==> config.mk <==
export PLATFORM = sky130hd
export DESIGN_NAME = mrs_hist
export DESIGN_NICKNAME = d
export VERILOG_FILES = /design/src/rtl/mrs_pkg.sv /design/src/rtl/mrs_hist.sv
export SDC_FILE = /design/constraint.sdc
export NUM_CORES = 2
export LEC_CHECK = 0
export BUFFER_PORTS_ARGS = -buffer_cell sky130_fd_sc_hd__buf_2
export CORE_UTILIZATION = 40
export CTS_CLUSTER_DIAMETER = 80
export CTS_CLUSTER_SIZE = 14
export DETAILED_ROUTE_END_ITERATION = 16
export PLACE_DENSITY_LB_ADDON = 0.25
export SLEW_MARGIN = 40
export SYNTH_ARGS = -nofsm -noshare
export SYNTH_HDL_FRONTEND = slang
export SYNTH_SLANG_ARGS = --single-unit
==> constraint.sdc <==
create_clock -name clk -period 17.75 [get_ports clk]
set_clock_uncertainty 0.15 [all_clocks]
set_input_delay 4.4375 -clock clk [delete_from_list [all_inputs] [get_ports clk]]
set_output_delay 4.4375 -clock clk [all_outputs]
set_load 0.1 [all_outputs]
==> src/rtl/mrs_pkg.sv <==
`timescale 1ns / 1ps
package mrs_pkg;

	localparam int CFG_COUNT = 6;
	localparam int CFG_INDEX_W = 3;
	localparam int DRAFT_W = 5;
	localparam int CHUNK_W = 5;
	localparam int INDEX_W = 7;
	localparam int VALUE_W = 32;
	localparam int IN_DATA_W = 8;
	localparam int OUT_DATA_W = 40;

	localparam logic OP_PUSH = 1'b0;
	localparam logic OP_READ = 1'b1;

	localparam int STAT_POSITIONS = 0;
	localparam int STAT_HITS = 1;
	localparam int STAT_RUNS = 2;
	localparam int STAT_RUN_SUM = 3;
	localparam int STAT_ADVANCE_BASE = 4;

	localparam logic [DRAFT_W-1:0] DRAFT_RESET [CFG_COUNT] =
		'{5'd2, 5'd4, 5'd6, 5'd8, 5'd12, 5'd16};

	typedef struct packed {
		logic valid;
		logic hit;
		logic eos;
	} push_t;

	// saturating add, counter of cw bits held in the low bits
	function automatic logic [63:0] sat_add(input logic [63:0] a, input logic [63:0] b,
		input int cw);
		logic [64:0] s;
		logic [64:0] m;
		s = {1'b0, a} + {1'b0, b};
		m = (65'd1 << cw) - 65'd1;
		return (s > m) ? m[63:0] : s[63:0];
	endfunction

endpackage

==> src/rtl/mrs_hist.sv <==
`timescale 1ns / 1ps
module mrs_hist
	import mrs_pkg::*;
#(
	parameter int HIST_CAP = 63,
	parameter int COUNT_WIDTH = 32,
	parameter int HW = 6
) (
	input  logic                   clk,
	input  logic                   arst_n,
	input  logic                   en,
	input  logic [HW-1:0]          addr_s1,
	input  logic                   inc_s1,
	output logic [COUNT_WIDTH-1:0] value
);

	logic [COUNT_WIDTH-1:0] mem [HIST_CAP];
	logic [HIST_CAP-1:0]    valid_q;
	logic [HW-1:0]          addr_s2;
	logic                   inc_s2;
	logic [COUNT_WIDTH-1:0] rdata_s2;
	logic                   vld_s2;
	logic                   byp_s2;
	logic [COUNT_WIDTH-1:0] fwd_s2;
	logic [COUNT_WIDTH-1:0] next_s2;
	logic                   vld_s1;

	always_comb begin
		if (byp_s2) value = fwd_s2;
		else if (vld_s2) value = rdata_s2;
		else value = '0;
		next_s2 = COUNT_WIDTH'(sat_add(64'(value), 64'd1, COUNT_WIDTH));
		vld_s1 = (32'(addr_s1) < HIST_CAP) ? valid_q[addr_s1] : 1'b0;
	end

	always_ff @(posedge clk or negedge arst_n) begin
		if (!arst_n) begin
			valid_q <= '0;
			inc_s2 <= 1'b0;
			byp_s2 <= 1'b0;
		end else if (en) begin
			inc_s2 <= inc_s1;
			// bin being written this cycle forwards to the next lookup
			byp_s2 <= inc_s2 && (addr_s2 == addr_s1);
			if (inc_s2) begin
				valid_q[addr_s2] <= 1'b1;
			end
		end
	end

	always_ff @(posedge clk) begin
		if (en) begin
			addr_s2 <= addr_s1;
			vld_s2 <= vld_s1;
			fwd_s2 <= next_s2;
			if (32'(addr_s1) < HIST_CAP) begin
				rdata_s2 <= mem[addr_s1];
			end
			if (inc_s2) begin
				mem[addr_s2] <= next_s2;
			end
		end
	end

endmodule

==> flow_summary_export.csv <==
group,metric,value,unit
power_and_ir_drop,power_density,108,nW/um^2
synth,yosysUniqueCellTypes,50,
place,dpl_worst_slack,8800,ps
power_and_ir_drop,peakVddDrop,102,uV
layout,final_util,45.2,%
place,io_buffers,41,
detailed_routing,via_per_inst,6.07,
global_routing,grt_use_total,22.2,%
synth,yosysSeqAreaShare,77.9,%
clock_tree,cts-buffers-inserted,173,
floorplanning,rows,166,
synth,synth_flop_cell,"edfxtp_1",
detailed_routing,vias,41224,
critical_path,worst-path-max-fanout,76,
sta,worst_slew_margin_rel,38.4,%
clock_tree,root_buffer,"clkbuf_16",
critical_path,max_stage_delay,690,ps
critical_path,cp_top_family,"buffers and inverters",
floorplanning,initial_core_util,40.3,%
layout,drive_gt1_share,27.0,%
synth,synthArstFlopShare,3.02,%
floorplanning,io-pin-count,42,
floorplanning,core-area,205000,um^2
critical_path,cpMostUsedCell,"buf_4",
run_status,outcome,"finished, final reports clean",
synth,postSynthAreaPerCell,21.5,um^2
sta,fin_crit,8020,ps
layout,final_cells,6795,
detailed_routing,antenna_left,0,
min_path,hp-class,"flop to flop",
place,post-dp-hpwl,128,mm
critical_path,crit_buf_inv,4,
layout,final_common_cell,"edfxtp_1",
sta,hold_violations,0,
global_routing,grt_pass1_wl,324,mm
critical_path,required,18170,ps
global_routing,grt_max_degree,115,
global_routing,grt_pass1_vias,41092,
layout,stdcell_area,92500,um^2
sta,fin_tns_setup,0,ps
power_and_ir_drop,cellLeakagePower,29.2,nW
detailed_routing,drt_first_iter_violations,5453,
clock_tree,cts.path.max_buffers,3,
detailed_routing,wire_per_inst,34.1,um
synth,synth_warnings,0,
detailed_routing,drc,0,
synth,synthesis.nets,3859,
floorplanning,dieArea,208000,um^2
clock_tree,cts_sinks,2152,
critical_path,cp_cell_sequence,"buf_8, buf_4, buf_6, buf_4, mux4_2, o22ai_1, a211oi_2, or4_1",
clock_tree,cts.clk_slew.worst_paths,70,ps
clock_tree,holdBufCountCts,0,
sta,fmax,125,MHz
critical_path,arrival,8440,ps
layout,syn_to_final_growth,12.1,%
layout,fin_nets,4024,
place,gp_congestion,0.850,
sta,worst_slack,9730,ps
power_and_ir_drop,p_total,10.0,mW
clock_tree,cts_setup_buffers,0,
sta,whs,310,ps
sta,setup_viol,0,
synth,synth_seq_cells,2152,
synth,synth_edf_count,2087,
global_routing,grt_overflow,0,
detailed_routing,wirelength,232,mm
critical_path,cp-end-kind,"flop",
clock_tree,clkLatencyLatePin,840,ps
place,dpl_cell_area,87500,um^2
layout,layout_common_cells,"edfxtp_1 (2087), mux4_2 (480), a22oi_1 (202)",
floorplanning,die_h,456,um
floorplanning,die_w,456,um
place,place_inst,6520,
clock_tree,htreeDepth,4,
sta,timing.final.crit_share,45.2,%
sta,rsz0062_at_grt,"false",
clock_tree,cts_tree,"done",
synth,syn_area,82600,um^2
job,cap_violations,0,
critical_path,path_class,"input pin to flop",
clock_tree,postCtsResizedCells,0,
synth,syn_inst,3848,
sta,worstMarginPinSlew,923,ps
sta,slew_violations,0,
critical_path,crit_path_top_delay_cell,"buf_4",
critical_path,cp-start-kind,"input pin",
detailed_routing,dr.pass1.iters,7,
global_routing,antenna_found_initial,30,
==> worst paths after layout <==
| path | end | cells past startpoint | slack, ps | startpoint |
|---|---|---|---|---|
| worst max-delay path | rdata_s2[9] | 8 | 9730 | addr_s1[1] |
| max in group asynchronous | valid_q[55] | 3 | 13180 | arst_n |
| worst min register to register | valid_q[19] | 1 | 310 | valid_q[19] |
| worst min-delay path | valid_q[19] | 1 | 310 | valid_q[19] |
| worst max register to register | mem[60][18] | 12 | 12250 | vld_s2 |
| min in group asynchronous | valid_q[25] | 1 | 3360 | arst_n |
==> logic make-up (layout without fill, tap and decap cells) <==
kind of cell    after synthesis  count (layout)  synth area share, %
fa+ha+maj                     1               1               0.0152
mux                         578             578                 14.3
compound gates              482             482                 3.90
xor+xnor                     19              19                0.202
other cells                   0              11                    0
buf+inv                     225             473                 1.22
simple gates                391             391                 2.49
flops                      2152            2152                 77.9
==> power breakdown <==
part           leakage, nW  total, mW  internal (mW)  switching [mW]
Combinational         6.79      0.719          0.212           0.507
Sequential            20.0       5.74           5.70          0.0343
Clock                 2.33       3.55           1.83            1.72
==> layout make-up <==
cell class              instances  area [um^2]
diodes                         11         27.5
multi-input cells            1471        18300
flip-flops and latches       2152        64300
inverters                       3         11.3
well taps                    2688         3360
clock buffers                 249         4710
repair buffers                212         1740
fillers                     17094       112000
clock inverters                 9          116
==> cells in the mapped netlist (5+ instances only) <==
cell | number | area, um^2
edfxtp_1 | 2087 | 62700
mux4_2 | 480 | 10800
a22oi_1 | 202 | 1520
a21oi_1 | 111 | 556
nand2_1 | 111 | 417
clkbuf_1 | 99 | 372
mux2i_1 | 92 | 921
buf_2 | 79 | 395
nor2_1 | 72 | 270
dfrtp_1 | 65 | 1630
or2_2 | 65 | 407
o21ai_0 | 54 | 270
nand3_1 | 32 | 160
a211oi_1 | 31 | 233
buf_1 | 31 | 116
or4_1 | 30 | 225
o22ai_1 | 29 | 181
and3_1 | 21 | 131
a22o_1 | 17 | 149
nand3b_1 | 13 | 97.6
nand4b_1 | 12 | 105
xnor2_1 | 10 | 87.6
buf_4 | 9 | 67.6
xor2_1 | 9 | 78.8
a31oi_1 | 8 | 50.1
and4_1 | 8 | 70.1
a222oi_1 | 6 | 60.1
mux2_2 | 6 | 67.6
nor2b_1 | 6 | 37.5
o211ai_1 | 6 | 45.0
o21ai_2 | 6 | 52.6
nand2b_1 | 5 | 31.3
nand4_1 | 5 | 31.3
==> routing by layer <==
| metal | GRT usage [%] | wire length [um] | up-vias |
|---|---|---|---|
| met2 | 35.4 | 111000 | 1792 |
| met3 | 3.82 | 18900 | 333 |
| met5 | 0 | 98 | - |
| li1 | - | - | 16490 |
| met4 | 7.69 | 8020 | 16 |
| met1 | 30.9 | 93700 | 22593 |
==> sequential cells by signal, summed over array words and instances (netlist names) <==
name,cells
fwd_s2,32
inc_s2,1
addr_s2,6
valid_q,63
mem,2016
vld_s2,1
rdata_s2,32
byp_s2,1
(Power assumes the default switching activity.)
