$ cat src/rtl/mrs_pkg.sv
`timescale 1ns / 1ps
package mrs_pkg;

	localparam int CFG_COUNT = 6;
	localparam int CFG_INDEX_W = 3;
	localparam int DRAFT_W = 5;
	localparam int CHUNK_W = 5;
	localparam int INDEX_W = 7;
	localparam int VALUE_W = 32;
	localparam int IN_DATA_W = 8;
	localparam int OUT_DATA_W = 40;

	localparam logic OP_PUSH = 1'b0;
	localparam logic OP_READ = 1'b1;

	localparam int STAT_POSITIONS = 0;
	localparam int STAT_HITS = 1;
	localparam int STAT_RUNS = 2;
	localparam int STAT_RUN_SUM = 3;
	localparam int STAT_ADVANCE_BASE = 4;

	localparam logic [DRAFT_W-1:0] DRAFT_RESET [CFG_COUNT] =
		'{5'd2, 5'd4, 5'd6, 5'd8, 5'd12, 5'd16};

	typedef struct packed {
		logic valid;
		logic hit;
		logic eos;
	} push_t;

	// saturating add, counter of cw bits held in the low bits
	function automatic logic [63:0] sat_add(input logic [63:0] a, input logic [63:0] b,
		input int cw);
		logic [64:0] s;
		logic [64:0] m;
		s = {1'b0, a} + {1'b0, b};
		m = (65'd1 << cw) - 65'd1;
		return (s > m) ? m[63:0] : s[63:0];
	endfunction

endpackage

$ cat src/rtl/mrs_lane.sv
`timescale 1ns / 1ps
module mrs_lane
	import mrs_pkg::*;
#(
	parameter int COUNT_WIDTH = 32
) (
	input  logic                   clk,
	input  logic                   arst_n,
	input  push_t                  push,
	input  logic [DRAFT_W-1:0]     draft_len,
	output logic [COUNT_WIDTH-1:0] advance,
	output logic [COUNT_WIDTH-1:0] verify
);

	logic [CHUNK_W-1:0] matches_q;
	logic [CHUNK_W-1:0] matches_d;
	logic [COUNT_WIDTH-1:0] advance_q;
	logic [COUNT_WIDTH-1:0] verify_q;
	logic               gather;
	logic               close;
	logic [CHUNK_W:0]   amount;

	always_comb begin
		gather = push.hit && (matches_q < CHUNK_W'(draft_len));
		matches_d = gather ? matches_q + CHUNK_W'(1) : '0;
		// verifier position, or sequence end with an open chunk
		close = !gather || (push.eos && (matches_d != '0));
		amount = gather ? {1'b0, matches_d} + (CHUNK_W+1)'(1)
			: {1'b0, matches_q} + (CHUNK_W+1)'(1);
	end

	always_ff @(posedge clk or negedge arst_n) begin
		if (!arst_n) begin
			matches_q <= '0;
			advance_q <= '0;
			verify_q <= '0;
		end else if (push.valid) begin
			matches_q <= close ? '0 : matches_d;
			if (close) begin
				advance_q <= COUNT_WIDTH'(sat_add(64'(advance_q), 64'(amount), COUNT_WIDTH));
				verify_q <= COUNT_WIDTH'(sat_add(64'(verify_q), 64'd1, COUNT_WIDTH));
			end
		end
	end

	assign advance = advance_q;
	assign verify = verify_q;

endmodule

$ cat config.mk
export PLATFORM = sky130hd
export DESIGN_NAME = mrs_lane
export DESIGN_NICKNAME = d
export VERILOG_FILES = /design/src/rtl/mrs_pkg.sv /design/src/rtl/mrs_lane.sv
export SDC_FILE = /design/constraint.sdc
export NUM_CORES = 1
export LEC_CHECK = 0
export BUFFER_PORTS_ARGS = -buffer_cell sky130_fd_sc_hd__buf_2
export CORE_MARGIN = 2
export CORE_UTILIZATION = 40
export CTS_CLUSTER_DIAMETER = 120
export CTS_CLUSTER_SIZE = 24
export DETAILED_ROUTE_END_ITERATION = 8
export PLACE_DENSITY = 0.59
export SLEW_MARGIN = 40
export SYNTH_ARGS = -nofsm -noshare
export SYNTH_HDL_FRONTEND = slang
export SYNTH_SLANG_ARGS = --single-unit
$ cat constraint.sdc
create_clock -name clk -period 4.1 [get_ports clk]
set_input_delay 0 -clock clk [delete_from_list [all_inputs] [get_ports clk]]
set_output_delay 0 -clock clk [all_outputs]
set_load 0.01 [all_outputs]
==> out/results.txt, run 1 <==
In this run the most critical hold path is launched from push[0]. Across every metal layer, demand over resource in global routing totals 18.1%. Adding up every negative setup slack in the final design gives 0 ns. For the worst setup path, the data required time is 4.38 ns. The library cell used most frequently in the layout, excluding fill and tap cells, is sky130_fd_sc_hd__buf_2. The tools report the clock skew as 0.00862 ns.

The run gives 0 as the number of warning messages in the yosys log. Net switching is 30.1% of the power. Before antenna repair, the detailed router went through 4 iterations. The post-route netlist has 27.7% of its cells at a drive strength greater than 1. Data arrives at the worst endpoint at 4.19 ns.

The final hold violation count is 0, and the die height is 105 µm. The clock group share of total power is 33.8%. The logs give 546 for the final layout net count and 10200 µm for the post-detailed-routing wire length.

The setup slack on the worst flop-to-flop path is 0.20 ns, and the setup violation total in the final timing report is 0. The run gives 0.616 mW as the net switching power figure. The destination of the worst register-to-register timing path was advance[17]. The tools report the total number of placement rows as 36. The slowest stage of the critical path is the sky130_fd_sc_hd__or4_4 cell. For this configuration, the core starts out at a cell density of 41.6%.

The delay of the slowest critical-path stage came out at 0.58 ns. The kind of path behind the tightest hold check was in2reg. Type of element launching the critical path: a flop. The library cells used most frequently in the layout, excluding fill and tap cells, are sky130_fd_sc_hd__buf_2 (73), sky130_fd_sc_hd__dfrtp_1 (69), sky130_fd_sc_hd__nand2_1 (39). The run finished with clean final reports.

The number of violations reported at the end of detailed-routing iteration 0 is 161, and the H-tree depth is 3. Setup repair after global routing left no endpoint under its margin. The die is 105 µm wide. The global placer's final weighted congestion came out at 0.841.

The number of CTS-inserted buffers was 9; the clock net sink count was 69. The end of the critical path was advance[17]. The via count of the routed design came out at 3708. The most critical setup path has its startpoint at matches_q[4]. The max-cap violation count is 0, and the flip-flop and latch count after synthesis is 69. The DRC violation count after routing is 0, and the clock insertion delay at the later pin of the skew report is 0.34 ns.

The sequential share of power came out at 41.5%. Dividing the synthesized area by the synthesized cell count gives 9.62 µm². The area growth from synthesis to layout is 25.9%.

The tools report the reported leakage power as 2.51 nW. The run gives 0 as the number of antenna violations at the first check in global routing. The tree is rooted in a sky130_fd_sc_hd__clkbuf_8. The repair_antennas step left the layout with diodes totalling 0. The via density per instance is 5.64.

The critical path goes through ha_1 > nand2_1 > nand3b_1 > a31oi_4 > mux2_4 > ha_2 > o211a_1 > o21ai_1 > nand2_1 > xnor2_1 > ha_1 > inv_1 > o21bai_2 > a21oi_4 > or4_4 > buf_4 > buf_4 > nand2_1 > mux2_1. In the post-synthesis netlist, the biggest area contributors are sky130_fd_sc_hd__dfrtp_1 (42%), sky130_fd_sc_hd__a31oi_1 (4.9%), sky130_fd_sc_hd__ha_1 (4.6%). Static timing analysis puts the maximum clock frequency at 256 MHz. The number of cell instances on the worst register-to-register path came out at 19. After synthesis, the largest area contributor takes up 42.0% of total cell area.

The area of the die was 0.0111 mm²; the clock-pin slew of the registers on the worst-case setup and hold paths was 0.07 ns. In this run the power density over the cells is 396 mW/mm². Main flop type after synthesis: sky130_fd_sc_hd__dfrtp_1. Maximum vdd drop: 0.166 mV. Among the stages of the critical path, the cell type that occurs most often is sky130_fd_sc_hd__nand2_1. The total I/O pin count is 74, and the actual slew at the worst max-slew pin is 0.737 ns.

The average routed wire per standard cell was 15.5 µm; the area of the placeable core was 0.00986 mm². The total count of max-transition violations in the final report was 0. The logs give 6750 µm for the sum of net half-perimeters after detailed placement and 16500 µm for the wire length of the first global-routing pass. The run gives 427 as the instance count of the mapped netlist.

The logs give 2.05 mW for the total design power and 24.8% for the combinational cell fraction of total power. Internal power comes to 1.43 mW. Summed over all instances, the cell type with the most area after synthesis is sky130_fd_sc_hd__dfrtp_1. The normalized max-slew margin came out at 50.9%. Of all flip-flops after synthesis, the portion carrying an async set or reset was 100%. The type of the worst setup path is reg2reg.

The number of flops mapped to enable cells by yosys is 0. The run gives 52 as the distinct cell type count of the synthesized netlist. The number of port buffers is 73. The maximum fanout count along the critical path is 7, and the post-synth net total is 453. In the finished design, the share of the clock period the worst path needs comes to 95.2%.

Part of the Yosys area used for sequential elements: 42.0%. The number of global-route vias before repair came out at 3454. The worst register-to-register path begins at matches_q[4]. The logs give 70 for the pin count of the biggest net entering global routing and 0.00411 mm² for the cell area after technology mapping.

The longest clock path from root to sink contains 2 buffers. Subtracting the final worst setup slack from the clock period gives 3.90 ns. Summed over all layers, the global routing overflow is 0.

The worst setup path is captured at a flop. In this run the remaining antenna-violating nets after routing total 0. TritonCTS built the clock tree.
## state kept, by name, indices dropped and copies added, names as in the netlist
| name | count |
|---|---|
| advance | 32 |
| verify | 32 |
| matches_q | 5 |
## what timing repair did
| item | in CTS | in global routing |
|---|---|---|
| pin swaps | 1 | 8 |
| resized for setup | 1 | 16 |
| setup endpoints to repair | 2 | 31 |
| cloned | 0 | 2 |
| buffers inserted | 0 | 12 |
| endpoints found under the hold margin | 71 | 0 |
| hold buffers | 2 | 0 |
## routing by layer
metal	global-route usage (%)	routed length [µm]	part of all wire [%]
met1	24.0	4830	48
met2	29.2	4790	47
met3	4.21	477	4.7
met4	5.71	65	0.64
met5	0	0	0
## stage by stage
step	std cells	util (%)	setup slack (ns)	hold slack (ns)	area, µm²
floorplan	427	-	0.0345	-0.296	4120
global placement	626	47.4	0.104	0.279	4680
detailed placement	626	47.5	-0.000155	0.160	4680
CTS	643	50.2	0.000549	0.0561	4950
global route	657	52.4	0.00634	0.0811	5170
finish	657	52.4	0.196	0.0672	5170
## worst max-delay path, delay by kind of cell (launching register included)
family          cells  cell delay, ns
flops               1            0.38
buf+inv             3            0.35
compound gates      5            0.83
mux                 2            0.44
fa+ha+maj           3            0.81
simple gates        5            0.90
xor+xnor            1            0.13
## final cells by class
type | instances | area (µm²)
fill | 909 | 4690
inverter | 14 | 52.6
timing repair buffer | 103 | 663
clock buffer | 11 | 151
multi-input combinational | 323 | 2310
clock inverter | 4 | 95.1
tap | 133 | 166
sequential | 69 | 1730
## synth_stat cells (10+ instances only)
| master | n |
|---|---|
| sky130_fd_sc_hd__dfrtp_1 | 69 |
| sky130_fd_sc_hd__nand2_1 | 39 |
| sky130_fd_sc_hd__a21oi_1 | 32 |
| sky130_fd_sc_hd__a31oi_1 | 32 |
| sky130_fd_sc_hd__and3_1 | 26 |
| sky130_fd_sc_hd__nand3_1 | 24 |
| sky130_fd_sc_hd__nor2_1 | 24 |
| sky130_fd_sc_hd__nand4_1 | 16 |
| sky130_fd_sc_hd__ha_1 | 15 |
| sky130_fd_sc_hd__inv_1 | 14 |
| sky130_fd_sc_hd__mux2_1 | 14 |
| sky130_fd_sc_hd__a41oi_1 | 11 |
| sky130_fd_sc_hd__buf_2 | 10 |
## how the worst min path moves through the flow
stage,to,cells past startpoint
6_report,matches_q[4],4
5_1_grt,matches_q[4],4
4_1_cts,matches_q[4],4
3_5_place_dp,matches_q[3],2
3_3_place_gp,matches_q[3],2
2_1_floorplan,advance[0],0
## power by group through the flow
stage | sequential [mW] | clock (mW) | combinational (mW)
floorplan | 0.875 | 0 | 0.297
global placement | 0.855 | 0 | 0.476
detailed placement | 0.861 | 0 | 0.485
CTS | 0.848 | 0.714 | 0.487
global route | 0.860 | 0.744 | 0.567
finish | 0.848 | 0.690 | 0.506
## cell families (layout without fill, tap and decap cells)
| logic type | after synthesis | in the layout | share of synthesized area, % |
|---|---|---|---|
| AO/OA/AOI/OAI | 111 | 111 | 19.5 |
| flip-flops | 69 | 69 | 42.0 |
| buffers and inverters | 35 | 132 | 4.05 |
| multiplexers | 19 | 19 | 5.21 |
| AND/OR/NAND/NOR | 168 | 168 | 22.2 |
| adder cells (fa/ha/maj) | 16 | 16 | 5.06 |
| XOR/XNOR | 9 | 9 | 1.92 |
Note: power is estimated with default switching activity, not from simulation.
==> run 2: changes to the inputs <==
--- a/config.mk
+++ b/config.mk
@@ -5,13 +5,14 @@
 export SDC_FILE = /design/constraint.sdc
 export NUM_CORES = 1
 export LEC_CHECK = 0
-export BUFFER_PORTS_ARGS = -buffer_cell sky130_fd_sc_hd__buf_2
 export CORE_MARGIN = 2
 export CORE_UTILIZATION = 40
 export CTS_CLUSTER_DIAMETER = 120
 export CTS_CLUSTER_SIZE = 24
 export DETAILED_ROUTE_END_ITERATION = 8
-export PLACE_DENSITY = 0.59
+export DONT_BUFFER_PORTS = 1
+export GPL_ROUTABILITY_DRIVEN = 0
+export PLACE_DENSITY = 0.52
 export SLEW_MARGIN = 40
 export SYNTH_ARGS = -nofsm -noshare
 export SYNTH_HDL_FRONTEND = slang
==> constraint.sdc (replaced) <==
create_clock -name clk -period 4.1 [get_ports clk]
set_input_delay 0 -clock clk [delete_from_list [all_inputs] [get_ports clk]]
set_output_delay 0 -clock clk [all_outputs]
set_load 0.02 [all_outputs]
==> run 2 against run 1 <==
Against the previous run: first-iteration DRC count decreased by 4.3%; cell count shrank 9.9%; combinational power shrank 10%; die area unchanged; critical path type unchanged; critical endpoint is now advance[22].
==> out/results.txt, run 2 (synthesis gave the netlist of run 1 again) <==
For the post-route core utilization, the log shows 50.4% (-2.1 points). The clock insertion delay at the later pin of the skew report is 0.35 ns (about the same), and the total count of max-transition violations in the final report is 0 (unchanged). The maximum fanout count along the critical path is 7 (unchanged). The net switching power figure came out at 0.696 mW (+13%). The total I/O pin count came out at 74 (unchanged). The floorplan die width is 105 µm (unchanged), and the worst-case hold slack is 0.0266 ns (-0.0406 ns). The number of cells after detailed placement was 555 (-11%); the normalized max-slew margin was 50.0% (-0.84 points). Setup repair after global routing could not meet its margin everywhere. The final standard cell area without fillers is 0.00497 mm² (-3.9%), and the total power divided by cell area is 400 mW/mm² (+1.1%). The area of the placeable core is 0.00986 mm² (unchanged), and the final cell count without fillers is 592 (-9.9%). The number of CTS-inserted buffers came out at 9 (unchanged).

The logs give 3231 (-6.5%) for the number of global-route vias before repair and 1.29 mW (-9.7%) for the internal power. The max-cap violation count was 0 (unchanged). Via count of the routed design: 3496 (-5.7%). The worst register-to-register path begins at matches_q[2]. The tools report the clock net sink count as 69 (unchanged).

The number of port buffers is 0 (-100%). The total global routing track utilization came out at 18.2% (+0.069 points). Maximum clock frequency: 254 MHz (-0.73%).

The worst hold path belongs to the class in2reg. The logs give 0 (unchanged) for the number of diodes added for antenna fixing and 70 (unchanged) for the pin count of the biggest net entering global routing. The total design power is 1.99 mW (-2.8%). Maximum vdd drop: 0.179 mV (+8.0%). The run gives 6690 µm (-0.88%) as the sum of net half-perimeters after detailed placement.

The run gives 0.00434 mm² (-7.4%) as the total cell area at the placement stage. Period utilization: 95.9% (+0.70 points). Leaving out fill and tap cells, the most frequent cell in the layout is sky130_fd_sc_hd__dfrtp_1. The total number of placement rows was 36 (unchanged). The switching part of the total was 35.0% (+4.9 points). Minimum period implied by the final worst setup slack: 3.93 ns (+0.0289 ns). The tools report the clock group share of total power as 29.6% (-4.2 points). The type of element launching the critical path was a flop. For the starting density of the core, the log shows 41.6% (unchanged).

The type of the worst setup path was reg2reg. For the sequential share of power, the log shows 47.5% (+6.0 points). The critical path data required time came out at 4.38 ns (about the same). The setup violation total in the final timing report came out at 0 (unchanged). The run gives 0.17 ns (-0.03 ns) as the setup slack on the worst flop-to-flop path. The tools report the number of antenna violations at the first check in global routing as 0 (unchanged). The flow ran to the end, and the final reports show no timing, DRC or antenna violations. The number of violations reported at the end of detailed-routing iteration 0 was 154 (-4.3%).

Leaving out fill and tap cells, the most frequent cells in the layout are sky130_fd_sc_hd__dfrtp_1 (69), sky130_fd_sc_hd__nand2_1 (37), sky130_fd_sc_hd__a31oi_1 (31). TritonCTS built the clock tree. In this run the worst setup path begins at matches_q[2]. Via density per instance: 5.91 (+4.6%).

The clock-pin slew of the registers on the worst-case setup and hold paths works out to 0.08 ns (about the same). The setup slack after layout was 0.167 ns (-0.0289 ns). The final layout net count came out at 480 (-12%). The final hold violation count was 0 (unchanged); the area of the die was 0.0111 mm² (unchanged).

Reported leakage power: 2.19 nW (-13%). In this run the most critical hold path is launched from push[2]. For the wire length of the first global-routing pass, the log shows 16300 µm (-1.3%). Actual slew at the worst max-slew pin: 0.750 ns (+0.0126 ns).

Compared with the post-synthesis result, the final layout area differs by 20.9%. The fraction of layout cells with a size suffix above 1 is 20.3% (-7.4 points), and the number of detailed-route iterations in the first pass is 4 (unchanged). The tools report the nature of the critical path endpoint as a flop. The logs give 3 (unchanged) for the H-tree depth and 0.00718 ns (-0.00144 ns) for the clock skew.

The die height was 105 µm (unchanged). The post-detailed-routing wire length was 10400 µm (+2.5%). DRC violation count after routing: 0 (unchanged). In this run the clock root is driven by a sky130_fd_sc_hd__clkbuf_8. The tools report the overall overflow remaining after global route as 0 (unchanged). The combinational cell fraction of total power was 22.9% (-1.9 points). The logs give 2 (unchanged) for the maximum buffer depth of the clock tree and 0.0139 ns (+0.0141 ns) for the pre-CTS setup slack. The data arrival time of the critical path came out at 4.21 ns (+0.02 ns). Setup TNS after final layout: 0 ns (unchanged).

The remaining antenna violation count came out at 0 (unchanged). The average routed wire per standard cell was 17.6 µm (+14%).
-- run 2: cell count changes in the layout (fill, tap and decap cells not counted), sizes merged --
cell / change
buf: -69
clkbuf: +3
bufinv: -2
clkinv: +1
dlygate4sd3: +1
or4: +1
-- run 2: final timing paths --
path                                 to  cells after the start
min reg2reg                  verify[11]                      1
min in group asynchronous  matches_q[4]                      2
max                         advance[22]                     19
max reg2reg                 advance[22]                     19
min                          verify[10]                      3
max in group asynchronous    verify[29]                      2
-- run 2: critical path, cell delays in order (launching register included) --
cell and delay [ns]:
sky130_fd_sc_hd__dfrtp_1 0.41, sky130_fd_sc_hd__ha_4 0.25, sky130_fd_sc_hd__a21oi_2 0.12, sky130_fd_sc_hd__o21ai_2 0.08, sky130_fd_sc_hd__a31oi_4 0.26, sky130_fd_sc_hd__mux2_4 0.35, sky130_fd_sc_hd__ha_4 0.17, sky130_fd_sc_hd__o211a_1 0.21
sky130_fd_sc_hd__o21ai_1 0.13, sky130_fd_sc_hd__nand2_1 0.08, sky130_fd_sc_hd__xnor2_1 0.13, sky130_fd_sc_hd__ha_2 0.35, sky130_fd_sc_hd__buf_6 0.11, sky130_fd_sc_hd__inv_4 0.03, sky130_fd_sc_hd__o21bai_4 0.12, sky130_fd_sc_hd__a21oi_4 0.10
sky130_fd_sc_hd__buf_4 0.15, sky130_fd_sc_hd__or4_4 0.52, sky130_fd_sc_hd__and4_1 0.21, sky130_fd_sc_hd__nor2_1 0.09
-- run 2: metal layers --
metal	up-vias	GRT usage [%]	share of wire, %
met5	-	0	0
met4	0	4.57	0.83
met3	6	6.00	6.3
met2	92	29.5	47
met1	1726	23.3	46
li1	1672	-	-
-- run 2: repair_timing --
| item | in CTS | in global routing |
|---|---|---|
| gates resized for setup | 1 | 46 |
| endpoints found under the hold margin | 75 | 0 |
| hold buffers | 4 | 0 |
| setup endpoints to repair | 6 | 32 |
| pin swaps | 0 | 16 |
| buffers inserted | 2 | 16 |
| cloned | 0 | 2 |
-- run 2: final cells by class --
type	instances	area (µm²)
clock inverters	3	43.8
well taps	133	166
flip-flops and latches	69	1730
repair buffers	36	377
inverters	14	55.1
multi-input cells	324	2440
clock buffers	13	159
fillers	907	4900
-- run 2: power groups by stage --
stage	Clock, mW	Combinational [mW]	Sequential [mW]
floorplan	0	0.297	0.928
global placement	0	0.353	0.958
detailed placement	0	0.366	0.960
CTS	0.606	0.393	0.946
global route	0.633	0.505	0.960
finish	0.588	0.455	0.943
