### config.mk
export PLATFORM = sky130hd
export DESIGN_NAME = mrs_run
export DESIGN_NICKNAME = d
export VERILOG_FILES = /design/src/rtl/mrs_pkg.sv /design/src/rtl/mrs_run.sv
export SDC_FILE = /design/constraint.sdc
export NUM_CORES = 1
export LEC_CHECK = 0
export BUFFER_PORTS_ARGS = -buffer_cell sky130_fd_sc_hd__buf_2
export CORE_UTILIZATION = 53
export CTS_CLUSTER_SIZE = 8
export DETAILED_ROUTE_END_ITERATION = 8
export PLACE_DENSITY = 0.78
export SYNTH_ARGS = -nofsm -noshare
export SYNTH_HDL_FRONTEND = slang
export SYNTH_SLANG_ARGS = --single-unit
### constraint.sdc
create_clock -name clk -period 4.2 [get_ports clk]
set_input_delay 0 -clock clk [delete_from_list [all_inputs] [get_ports clk]]
set_output_delay 0 -clock clk [all_outputs]
set_load 0.02 [all_outputs]
### src/rtl/mrs_pkg.sv
`timescale 1ns / 1ps
package mrs_pkg;

	localparam int CFG_COUNT = 6;
	localparam int CFG_INDEX_W = 3;
	localparam int DRAFT_W = 5;
	localparam int CHUNK_W = 5;
	localparam int INDEX_W = 7;
	localparam int VALUE_W = 32;
	localparam int IN_DATA_W = 8;
	localparam int OUT_DATA_W = 40;

	localparam logic OP_PUSH = 1'b0;
	localparam logic OP_READ = 1'b1;

	localparam int STAT_POSITIONS = 0;
	localparam int STAT_HITS = 1;
	localparam int STAT_RUNS = 2;
	localparam int STAT_RUN_SUM = 3;
	localparam int STAT_ADVANCE_BASE = 4;

	localparam logic [DRAFT_W-1:0] DRAFT_RESET [CFG_COUNT] =
		'{5'd2, 5'd4, 5'd6, 5'd8, 5'd12, 5'd16};

	typedef struct packed {
		logic valid;
		logic hit;
		logic eos;
	} push_t;

	// saturating add, counter of cw bits held in the low bits
	function automatic logic [63:0] sat_add(input logic [63:0] a, input logic [63:0] b,
		input int cw);
		logic [64:0] s;
		logic [64:0] m;
		s = {1'b0, a} + {1'b0, b};
		m = (65'd1 << cw) - 65'd1;
		return (s > m) ? m[63:0] : s[63:0];
	endfunction

endpackage

### src/rtl/mrs_run.sv
`timescale 1ns / 1ps
module mrs_run
	import mrs_pkg::*;
#(
	parameter int HIST_CAP = 63,
	parameter int MAX_SEQ_LEN = 4096,
	parameter int COUNT_WIDTH = 32,
	parameter int HW = 6
) (
	input  logic                   clk,
	input  logic                   arst_n,
	input  push_t                  push,
	output logic [COUNT_WIDTH-1:0] positions,
	output logic [COUNT_WIDTH-1:0] hits,
	output logic [COUNT_WIDTH-1:0] runs,
	output logic [COUNT_WIDTH-1:0] run_sum,
	output logic                   close,
	output logic [HW-1:0]          close_addr
);

	localparam int RW = $clog2(2 * MAX_SEQ_LEN);
	localparam logic [RW-1:0] RUN_LIMIT = RW'(2 * MAX_SEQ_LEN - 1);

	logic [RW-1:0] run_q;
	logic [RW-1:0] run_d;
	logic [COUNT_WIDTH-1:0] positions_q;
	logic [COUNT_WIDTH-1:0] hits_q;
	logic [COUNT_WIDTH-1:0] runs_q;
	logic [COUNT_WIDTH-1:0] run_sum_q;

	always_comb begin
		run_d = (push.hit && (run_q < RUN_LIMIT)) ? run_q + RW'(1) : run_q;
		close = (!push.hit || push.eos) && (run_d != '0);
		// longer runs share the top bin
		if (32'(run_d) >= HIST_CAP) close_addr = HW'(HIST_CAP - 1);
		else close_addr = HW'(32'(run_d) - 32'd1);
	end

	always_ff @(posedge clk or negedge arst_n) begin
		if (!arst_n) begin
			run_q <= '0;
			positions_q <= '0;
			hits_q <= '0;
			runs_q <= '0;
			run_sum_q <= '0;
		end else if (push.valid) begin
			positions_q <= COUNT_WIDTH'(sat_add(64'(positions_q), 64'd1, COUNT_WIDTH));
			if (push.hit) begin
				hits_q <= COUNT_WIDTH'(sat_add(64'(hits_q), 64'd1, COUNT_WIDTH));
			end
			if (close) begin
				runs_q <= COUNT_WIDTH'(sat_add(64'(runs_q), 64'd1, COUNT_WIDTH));
				run_sum_q <= COUNT_WIDTH'(sat_add(64'(run_sum_q), 64'(run_d), COUNT_WIDTH));
				run_q <= '0;
			end else begin
				run_q <= run_d;
			end
		end
	end

	assign positions = positions_q;
	assign hits = hits_q;
	assign runs = runs_q;
	assign run_sum = run_sum_q;

endmodule

==> qor.txt, run 1 <==
Post-synth EDFFs = 0
max-slew violations = 0
CTS max path bufs = 2
outcome = complete, no violations
synth cell count leaders = dfrtp_1, nor2_1, a21oi_1
flop2flop setup slack = 0.35 ns
DRC = 0
nature of the critical path startpoint = flip-flop
final-report setup violation count = 0
FMAX = 259.7 MHz
io pins = 140
share of layout cells above drive strength 1 = 0.1821
DP Cell Count = 1410
Cell Pwr Density = 461.2 nW/um^2
max cap viols = 0
required time worst endpoint = 4.55 ns
Root Buffer = clkbuf_16
clk slew on worst S/H paths = 0.06 ns
CP delay by family, top = compound AO/OA/AOI/OAI gates
Synthesized Nets = 1120
Worst Path Arrival = 4.20 ns
Die X = 135.5 um
TritonCTS clock tree = yes
Starting Density = 0.5443
relative slew slack = 0.3472
vias per std cell = 6.305
critical-path cell list = and3_1 -> nand3b_1 -> o21ai_2 -> mux2i_1 -> inv_1 -> ha_1 -> a21oi_1 -> o211ai_1 -> o311ai_1 -> nor2_1 -> a211oi_1 -> and4b_1 -> and2_1 -> a31oi_1
CP peak stage delay = 0.45 ns
nets = 1235
total CTS buffers = 17
most frequent cell after synthesis = dfrtp_1
IO Port Bufs = 139
Clock Sinks = 141
Power Total = 5.037 mW
Min-Delay Endpoint = run_q[9]
Die ar. = 18360 um^2
initial antenna violation count = 1
synth unique cells = 79
core area = 17360 um^2
Skew-Pair Late Insertion Delay = 0.43 ns
overall routing resource usage = 0.2746
synth-to-layout area growth = 15.60%
GRT overflow = 0
Cell Area, Synth = 9448 um^2
dominant synthesized flop cell = dfrtp_1
Clock Skews = 0.008863 ns
WL/cell = 17.23 um
Hold Fails Final Rpt = 0
FF-to-FF End = run_sum[31]
synthesized flop and latch total = 141
setup TNS = 0 ns
Worst Reg2Reg Path Length in Cells = 14
Final Core Density = 0.6293
Vias = 9111
Mapped Avg Cell Area = 8.660 um^2
worst hold start = push[2]
1st-pass router iterations = 5
Placer Congestion = 0.9323
first-pass GRT wire length = 40310 um
post-synthesis sequential area ratio = 0.3735
worst setup path class = flip-flop to flip-flop
worst path bufs/invs = 1
Final Cycle Share = 0.9170
# H-tree levels = 4
crit end category = flip-flop
DRT iter0 DRCs = 775
non-filler cells, final = 1445
DP HPWL = 17380 um
Yosys warnings = 0
top cell type's share of synthesized area = 0.3735
vias in the first global route = 8107
Worst Path Max Fanout = 9
min cycle time layout = 3.851 ns
Worst Max-Slew Pin Slew = 0.9792 ns
# rows = 48
largest net degree at the start of global routing = 107
post-synth top area cell = dfrtp_1
Hold Crit Class = primary input to flip-flop
Worst R2R Start = run_q[7]
routed wire length = 24900 um
RSZ-0062 raised after global routing = false
Peak supply drop = 0.3525 mV
Synth async-reset ratio = 1.000
LEAKAGE = 4.884 nW
hold depth = 3
die height = 135.5 um
post-synthesis cell count = 1091
Routed Antenna Nets = 0
Slowest-stage cell, CP = dfrtp_1
synth top area cells = dfrtp_1, a31oi_1, a21oi_1
-- flip-flops by register name, summed over array words and instances, names as in the netlist --
name	flops
hits	32
positions	32
runs	32
run_sum	32
run_q	13
-- stage by stage --
step	cell area, um^2	setup WS [ns]	hold slack [ns]
CTS	10920	0.09455	0.01038
floorplan	9448	0.2043	-0.2956
global route	10920	0.05174	0.05588
detailed placement	10280	0.1442	0.2080
global placement	10280	0.3452	0.1946
finish	10920	0.3487	0.03126
-- cell type report --
class | instances | area (um^2)
tap | 225 | 281.5
antenna | 1 | 2.502
clock inverter | 12 | 161.4
sequential | 141 | 3528
clock buffer | 20 | 456.7
fill | 1503 | 6435
inverter | 34 | 127.6
timing repair buffer | 153 | 824.5
multi-input combinational | 859 | 5539
-- worst reg2reg max path: cells and delay by family, from the launching register on --
kind / cells / cell delay, ns
and+or+nand+nor: 5 / 1.16
buffers and inverters: 1 / 0.12
adders and majority gates: 1 / 0.29
AOI/OAI and AO/OA: 6 / 1.52
muxes: 1 / 0.24
DFF: 1 / 0.45
-- metal layers --
layer,global-route usage,share of wire
met1,0.3904,0.47
met3,0.05612,0.059
met5,0,0
met2,0.4142,0.46
met4,0.09426,0.019
-- cells by family after synthesis --
family          after synthesis  share of synthesized area
buf+inv                      91                    0.04145
flops                       141                     0.3735
simple gates                485                     0.2921
mux                          16                    0.01788
fa+ha+maj                    24                    0.03258
xor+xnor                     40                    0.03708
compound gates              294                     0.2054
-- layout by cell type, fill, tap and decap left out, drive strengths merged, types with 4 or more instances in the layout --
master / n
clkbuf: 20
o21ai: 26
nand2: 83
nor4: 24
nand3: 56
a2bb2oi: 5
nor2b: 8
mux2: 7
and3: 53
nor4b: 7
inv: 36
buf: 151
o22ai: 7
a21oi: 88
and4: 16
mux2i: 9
o31ai: 6
nor3: 32
ha: 23
o22a: 12
nand4: 44
a21o: 7
a41oi: 20
a21boi: 4
and2: 28
xnor2: 27
and3b: 4
or2: 4
o211ai: 6
nor2: 97
nor3b: 7
dfrtp: 141
xor2: 13
nand3b: 4
nand2b: 5
clkinv: 4
o21a: 12
a31oi: 76
-- power by group --
part,switching [mW],internal (mW)
combinational,0.967,0.629
sequential,0.331,1.52
clock,0.615,0.971
-- what timing repair did --
item | CTS | global route
hold endpoints to repair | 107 | 0
setup buffers | 0 | 0
gates resized for setup | 0 | 3
endpoints found under the setup margin | 0 | 13
hold buffers | 2 | 0
-- worst max path at each step --
stage / slack, ns / from / depth (start not counted) / endpoint
after detailed placement: 0.14 / run_q[7] / 14 / run_sum[27]
after floorplan: 0.20 / run_q[10] / 16 / run_sum[17]
after CTS: 0.09 / run_q[7] / 14 / run_sum[27]
after global placement: 0.35 / run_q[7] / 14 / run_sum[27]
after global routing: 0.05 / run_q[7] / 14 / run_sum[19]
final: 0.35 / run_q[7] / 14 / run_sum[31]
No activity file was read; power rests on OpenSTA's default activity.
==> inputs of run 2 (changes only) <==
--- a/config.mk
+++ b/config.mk
@@ -5,8 +5,9 @@
 export SDC_FILE = /design/constraint.sdc
 export NUM_CORES = 1
 export LEC_CHECK = 0
+export ABC_AREA = 1
 export BUFFER_PORTS_ARGS = -buffer_cell sky130_fd_sc_hd__buf_2
-export CORE_UTILIZATION = 53
+export CORE_UTILIZATION = 54
 export CTS_CLUSTER_SIZE = 8
 export DETAILED_ROUTE_END_ITERATION = 8
 export PLACE_DENSITY = 0.78
==> run 2 against run 1 <==
Effect of this change: via count rose by 39%; total power increased by 32%; area after synthesis up 23%; non-clock buffer count down 1; hold slack gained 0.093 ns; fmax is 0.58% lower; critical path depth up 8; die area grew 20%.
==> qor.txt, run 2 <==
vias in the first global route = 11477 (was 8107)
relative slew slack = 0.4632 (was 0.3472)
synthesized flop and latch total = 141 (unchanged)
post-synthesis cell count = 1931 (was 1091)
Worst Path Arrival = 4.18 ns (was 4.20 ns)
Die X = 148.7 um (was 135.5 um)
top cell type's share of synthesized area = 0.3034 (was 0.3735)
Routed Antenna Nets = 0 (unchanged)
clk slew on worst S/H paths = 0.07 ns (was 0.06 ns)
initial antenna violation count = 0 (was 1)
CTS max path bufs = 2 (unchanged)
1st-pass router iterations = 5 (unchanged)
DP HPWL = 25420 um (was 17380 um)
required time worst endpoint = 4.51 ns (was 4.55 ns)
Mapped Avg Cell Area = 6.022 um^2 (was 8.660 um^2)
Final Cycle Share = 0.9224 (was 0.9170)
CP dominant cell by count = nand2_1
most frequent cells in the layout = nand2_1, nor2_1, inv_1 (was dfrtp_1, buf_2, nor2_1)
outcome = complete, no violations (unchanged)
io pins = 140 (unchanged)
critical-path cell list = nand2_1 -> nor2_1 -> nand2_1 -> inv_2 -> nand2_2 -> nand2_2 -> nor2_1 -> inv_1 -> nand2_1 -> inv_1 -> ha_1 -> fa_1 -> nand3_1 -> nand2_1 -> a21oi_1 -> inv_1 -> nand2_1 -> a21oi_1 -> nand2_1 -> clkinvlp_4 -> o21ai_0 -> nand2_1 (was and3_1 -> nand3b_1 -> o21ai_2 -> mux2i_1 -> inv_1 -> ha_1 -> a21oi_1 -> o211ai_1 -> o311ai_1 -> nor2_1 -> a211oi_1 -> and4b_1 -> and2_1 -> a31oi_1)
setup TNS = 0 ns (unchanged)
Skew-Pair Late Insertion Delay = 0.43 ns (about the same)
final setup margin = 0.3261 ns (was 0.3487 ns)
worst setup path class = flip-flop to flip-flop (unchanged)
Worst Max-Slew Pin Slew = 0.8033 ns (was 0.9792 ns)
Synth async-reset ratio = 1.000 (unchanged)
Hold Crit Class = primary input to async pin (was primary input to flip-flop)
Worst Reg2Reg Path Length in Cells = 22 (was 14)
WL/cell = 14.51 um (was 17.23 um)
Starting Density = 0.5514 (was 0.5443)
FF-to-FF End = run_sum[10] (was run_sum[31])
Die ar. = 22130 um^2 (was 18360 um^2)
max cap viols = 0 (unchanged)
CP peak stage delay = 0.44 ns (was 0.45 ns)
GRT overflow = 0 (unchanged)
# H-tree levels = 4 (unchanged)
Vias = 12638 (was 9111)
# rows = 53 (was 48)
Clock Skews = 0.01730 ns (was 0.008863 ns)
Synthesized Nets = 1960 (was 1120)
crit end category = flip-flop (unchanged)
LEAKAGE = 6.989 nW (was 4.884 nW)
DRT iter0 DRCs = 906 (was 775)
first-pass GRT wire length = 56060 um (was 40310 um)
core area = 21090 um^2 (was 17360 um^2)
synth cell count leaders = nand2_1, nor2_1, inv_1 (was dfrtp_1, nor2_1, a21oi_1)
share of layout cells above drive strength 1 = 0.1154 (was 0.1821)
Post-DP Area = 12520 um^2 (was 10280 um^2)
Cell Area, Synth = 11630 um^2 (was 9448 um^2)
largest net degree at the start of global routing = 65 (was 107)
Post-synth EDFFs = 0 (unchanged)
min cycle time layout = 3.874 ns (was 3.851 ns)
Worst Path Max Fanout = 14 (was 9)
fillcell total = 2085 (was 1503)
Clock Sinks = 141 (unchanged)
Worst R2R Start = run_q[2] (was run_q[7])
Slowest-stage cell, CP = dfrtp_1 (unchanged)
final instance area = 13140 um^2 (was 10920 um^2)
most common cell after layout, fill and taps aside = nand2_1 (was dfrtp_1)
post-synthesis sequential area ratio = 0.3034 (was 0.3735)
most frequent cell after synthesis = nand2_1 (was dfrtp_1)
Setup WS pre-CTS = 0.3573 ns (was 0.1442 ns)
dominant synthesized flop cell = dfrtp_1 (unchanged)
Placer Congestion = 0.9927 (was 0.9323)
nature of the critical path startpoint = flip-flop (unchanged)
total CTS buffers = 17 (unchanged)
TritonCTS clock tree = yes (unchanged)
FMAX = 258.1 MHz (was 259.7 MHz)
vias per std cell = 5.387 (was 6.305)
synth top area cells = dfrtp_1, nand2_1, nor2_1 (was dfrtp_1, a31oi_1, a21oi_1)
max-slew violations = 0 (unchanged)
ant diodes = 0 (was 1)
final-report setup violation count = 0 (unchanged)
Hold WS = 0.1241 ns (was 0.03126 ns)
die height = 148.7 um (was 135.5 um)
Hold Fails Final Rpt = 0 (unchanged)
Worst Setup SP = run_q[2] (was run_q[7])
Peak supply drop = 0.3781 mV (was 0.3525 mV)
Yosys warnings = 0 (unchanged)
nets = 2087 (was 1235)
IO Port Bufs = 139 (unchanged)
synth-to-layout area growth = 13.03% (was 15.60%)
routed wire length = 34040 um (was 24900 um)
Root Buffer = clkbuf_16 (unchanged)
post-synth top area cell = dfrtp_1 (unchanged)
flop2flop setup slack = 0.33 ns (was 0.35 ns)
overall routing resource usage = 0.3131 (was 0.2746)
Cell Pwr Density = 505.7 nW/um^2 (was 461.2 nW/um^2)
DRC = 0 (unchanged)
synth unique cells = 42 (was 79)
run 2: cell types whose count changed in the layout (fill, tap and decap cells not counted), moves of 66 or more:
| cell | before | now |
|---|---|---|
| nand2_1 | 82 | 679 |
| inv_1 | 34 | 261 |
| nor2_1 | 97 | 271 |
| nand3_1 | 55 | 165 |
| a31oi_1 | 76 | 1 |
| o21ai_0 | 24 | 96 |
| a21oi_1 | 87 | 21 |
run 2: layout make-up:
type / count / area [um^2] / share of cell area
clock buffers: 19 / 432.9 / 0.03294
clock inverters: 13 / 165.2 / 0.01257
inverters: 270 / 1017 / 0.07739
multi-input cells: 1475 / 6847 / 0.5209
flip-flops and latches: 141 / 3528 / 0.2684
well taps: 275 / 344.1 / 0.02618
repair buffers: 152 / 802.0 / 0.06102
repair inverters: 1 / 7.507 / 0.0005712
run 2: cell families (layout without fill, tap and decap cells):
logic type / count (synthesis) / in the layout / synth area share
XOR/XNOR: 55 / 55 / 0.04143
adder cells (fa/ha/maj): 24 / 24 / 0.02647
AND/OR/NAND/NOR: 1244 / 1244 / 0.4506
buffers and inverters: 315 / 455 / 0.1085
flip-flops: 141 / 141 / 0.3034
multiplexers: 1 / 1 / 0.0008608
AO/OA/AOI/OAI: 151 / 151 / 0.06875
run 2: critical path: cells and delay by family, from the launching register on:
kind            cells  cell delay [ns]
compound gates      3             0.59
fa+ha+maj           2             0.63
buf+inv             5             0.63
flops               1             0.44
simple gates       12             1.45
run 2: report_power, final:
group	total [mW]	switching [mW]	internal, mW
sequential	2.12	0.469	1.66
combinational	2.94	2.00	0.941
clock	1.58	0.645	0.938
run 2: worst max path at each step:
stage	end	cells after the start	slack, ns
global route	run_sum[23]	23	-0.03
floorplan	run_sum[13]	25	0.86
CTS	run_sum[21]	18	0.29
finish	run_sum[10]	22	0.33
global placement	run_sum[22]	18	0.50
detailed placement	run_sum[15]	18	0.36
run 2: stage by stage:
stage	cells	util	power, mW
final	2346	0.6233	6.647
after detailed placement	2311	0.5936	5.031
after global placement	2311	0.5936	4.982
after floorplan	1931	-	4.135
after CTS	2344	0.6224	6.642
after global routing	2346	0.6233	7.144
run 2: what timing repair did:
action	CTS	global route
hold buffers	1	0
endpoints found under the setup margin	0	29
hold endpoints to repair	60	0
resized for setup	0	2
setup buffers	0	1
run 2: metal layers:
metal / wire [um] / track usage / vias up
met2: 15720 / 0.5166 / 496
met1: 15050 / 0.4210 / 5793
met5: 0 / 0 / -
met4: 986 / 0.1112 / 0
li1: - / - / 6275
met3: 2288 / 0.03976 / 74
==> inputs of run 3 (changes only) <==
--- a/config.mk
+++ b/config.mk
@@ -11,6 +11,7 @@
 export CTS_CLUSTER_SIZE = 8
 export DETAILED_ROUTE_END_ITERATION = 8
 export PLACE_DENSITY = 0.78
+export REMOVE_ABC_BUFFERS = 1
 export SYNTH_ARGS = -nofsm -noshare
 export SYNTH_HDL_FRONTEND = slang
 export SYNTH_SLANG_ARGS = --single-unit
==> run 3 against run 2 <==
Effect of this change: register-to-register slack better by 0.04 ns; fmax rose by 1.1%; combinational power about the same; sequential share of layout area about the same; critical path type unchanged; clock-buffer cell count stayed put; flip-flop and latch count is the same; largest cell class unchanged; highest routed layer unchanged; critical path depth stayed put; global-route usage is 0.26 points lower; final area fell by 0.10%.
==> qor.txt, run 3 (synthesis results as in run 2) <==
final-report setup violation count = 0 (unchanged)
Worst path depth = 22 (unchanged)
clk slew on worst S/H paths = 0.07 ns (about the same)
first-pass GRT wire length = 55060 um (was 56060 um)
Worst Reg2Reg Path Length in Cells = 22 (unchanged)
vias per std cell = 5.310 (was 5.387)
initial antenna violation count = 0 (unchanged)
outcome = complete, no violations (unchanged)
Post-DP Area = 12500 um^2 (was 12520 um^2)
postcts setup bufs = 0 (unchanged)
routed wire length = 33560 um (was 34040 um)
CP peak stage delay = 0.42 ns (was 0.44 ns)
Vias = 12435 (was 12638)
Starting Density = 0.5514 (unchanged)
Final Cycle Share = 0.9125 (was 0.9224)
share of layout cells above drive strength 1 = 0.1147 (was 0.1154)
Slowest-stage cell, CP = dfrtp_1 (unchanged)
overall routing resource usage = 0.3105 (was 0.3131)
Root Buffer = clkbuf_16 (unchanged)
Peak supply drop = 0.3735 mV (was 0.3781 mV)
Hold Crit Class = primary input to flip-flop (was primary input to async pin)
die height = 148.7 um (unchanged)
ant diodes = 0 (unchanged)
core area = 21090 um^2 (unchanged)
Min-Delay Endpoint = positions[9]
Placer Congestion = 0.9364 (was 0.9927)
required time worst endpoint = 4.49 ns (was 4.51 ns)
setup TNS = 0 ns (unchanged)
switching share of power = 0.4695 (was 0.4682)
hold depth = 4
Worst Path Max Fanout = 15 (was 14)
IO Port Bufs = 139 (unchanged)
CP delay by family, top = simple AND/OR/NAND/NOR gates (unchanged)
nature of the critical path startpoint = flip-flop (unchanged)
flop2flop setup slack = 0.37 ns (was 0.33 ns)
Power Total = 6.631 mW (was 6.647 mW)
Die X = 148.7 um (unchanged)
Seq pwr share = 0.321 (was 0.320)
Worst Max-Slew Pin Slew = 1.170 ns (was 0.8033 ns)
Clock Sinks = 141 (unchanged)
min cycle time layout = 3.833 ns (was 3.874 ns)
Cell Pwr Density = 505.0 nW/um^2 (was 505.7 nW/um^2)
Worst R2R Start = run_q[2] (unchanged)
final instance area = 13130 um^2 (was 13140 um^2)
vias in the first global route = 11296 (was 11477)
max cap viols = 0 (unchanged)
FMAX = 260.9 MHz (was 258.1 MHz)
crit end category = flip-flop (unchanged)
most common cell after layout, fill and taps aside = nand2_1 (unchanged)
FF-to-FF End = run_sum[16] (was run_sum[10])
DP HPWL = 24560 um (was 25420 um)
critical-path cell list = nand2_1 -> nor2_1 -> nand2_1 -> inv_2 -> nand2_2 -> nand2_2 -> nor2_1 -> inv_1 -> nand2_1 -> inv_1 -> ha_1 -> fa_1 -> nand3_1 -> nand2_1 -> a21oi_1 -> inv_1 -> nand2_1 -> a21oi_1 -> nand2_1 -> clkinvlp_4 -> o21ai_0 -> o21ai_0 (was nand2_1 -> nor2_1 -> nand2_1 -> inv_2 -> nand2_2 -> nand2_2 -> nor2_1 -> inv_1 -> nand2_1 -> inv_1 -> ha_1 -> fa_1 -> nand3_1 -> nand2_1 -> a21oi_1 -> inv_1 -> nand2_1 -> a21oi_1 -> nand2_1 -> clkinvlp_4 -> o21ai_0 -> nand2_1)
part of the power in combinational logic = 0.440 (was 0.442)
GRT overflow = 0 (unchanged)
worst hold start = push[2]
io pins = 140 (unchanged)
worst path bufs/invs = 5 (unchanged)
worst setup path class = flip-flop to flip-flop (unchanged)
DRC = 0 (unchanged)
synth-to-layout area growth = 12.91% (was 13.03%)
Hold Fails Final Rpt = 0 (unchanged)
Clk pwr share = 0.239 (was 0.238)
1st-pass router iterations = 6 (was 5)
# rows = 53 (unchanged)
CTS max path bufs = 2 (unchanged)
largest net degree at the start of global routing = 94 (was 65)
total CTS buffers = 17 (unchanged)
Skew-Pair Late Insertion Delay = 0.43 ns (about the same)
Psw = 3.113 mW (about the same)
Die ar. = 22130 um^2 (unchanged)
nets = 2083 (was 2087)
fillcell total = 2126 (was 2085)
Worst Path Arrival = 4.12 ns (was 4.18 ns)
# H-tree levels = 4 (unchanged)
DRT iter0 DRCs = 714 (was 906)
relative slew slack = 0.2195 (was 0.4632)
Hold WS = 0.1354 ns (was 0.1241 ns)
LEAKAGE = 6.986 nW (was 6.989 nW)
RSZ-0062 raised after global routing = false
Routed Antenna Nets = 0 (unchanged)
max-slew violations = 0 (unchanged)
TritonCTS clock tree = yes (unchanged)
CP dominant cell by count = nand2_1 (unchanged)
most frequent cells in the layout = nand2_1, nor2_1, inv_1 (unchanged)
Pint = 3.518 mW (was 3.535 mW)
Clock Skews = 0.01330 ns (was 0.01730 ns)
WL/cell = 14.33 um (was 14.51 um)
## run 3: cell count changes in the layout (fill, tap and decap cells not counted), sizes merged
cell	before	now
bufinv	3	2
clkinv	5	7
clkinvlp	6	4
buf	151	147
inv	270	271
## run 3: worst min-delay path, stage by stage
cell	delay, ns
buf_2	0.26
nor2_1	0.16
a21oi_1	0.05
nand2_2	0.05
## run 3: what timing repair did
item | 4_1_cts | 5_1_grt
setup endpoints to repair | 0 | 29
hold endpoints to repair | 67 | 0
hold buffers | 1 | 0
resized for setup | 0 | 2
## run 3: stage by stage
stage / cells / util / setup WS, ns
floorplan: 1886 / - / 0.3654
global placement: 2308 / 0.5927 / 0.4856
detailed placement: 2308 / 0.5927 / 0.3093
CTS: 2341 / 0.6221 / 0.2894
global route: 2342 / 0.6226 / 0.01396
finish: 2342 / 0.6226 / 0.3674
## run 3: final cells by class
class,instances,area [um^2],share of cell area
sequential,141,3528,0.2687
tap,275,344.1,0.02621
inverter,270,1017,0.07747
clock inverter,13,156.4,0.01191
multi-input combinational,1475,6839,0.5209
clock buffer,19,452.9,0.03450
timing repair buffer,148,784.5,0.05975
timing repair inverter,1,7.507,0.0005718
## run 3: per-layer routing
layer,vias up,part of all wire,track usage
li1,6265,-,-
met5,-,0,0
met3,41,0.065,0.05107
met2,440,0.47,0.5100
met1,5689,0.45,0.4220
met4,0,0.013,0.08571
## run 3: how the worst max path moves through the flow
stage          startpoint           to  slack, ns
2_1_floorplan    run_q[2]  run_sum[30]       0.37
3_3_place_gp     run_q[2]  run_sum[21]       0.49
3_5_place_dp     run_q[2]  run_sum[15]       0.31
4_1_cts          run_q[2]  run_sum[15]       0.29
5_1_grt          run_q[2]  run_sum[13]       0.01
6_report         run_q[2]  run_sum[16]       0.37
## run 3: power groups by stage
stage                     clock, mW  combinational (mW)  sequential, mW
after floorplan                   0                1.75            2.36
after global placement            0                2.83            2.13
after detailed placement          0                2.87            2.14
after CTS                      1.62                2.89            2.11
after global routing           1.67                3.29            2.16
final                          1.58                2.92            2.13
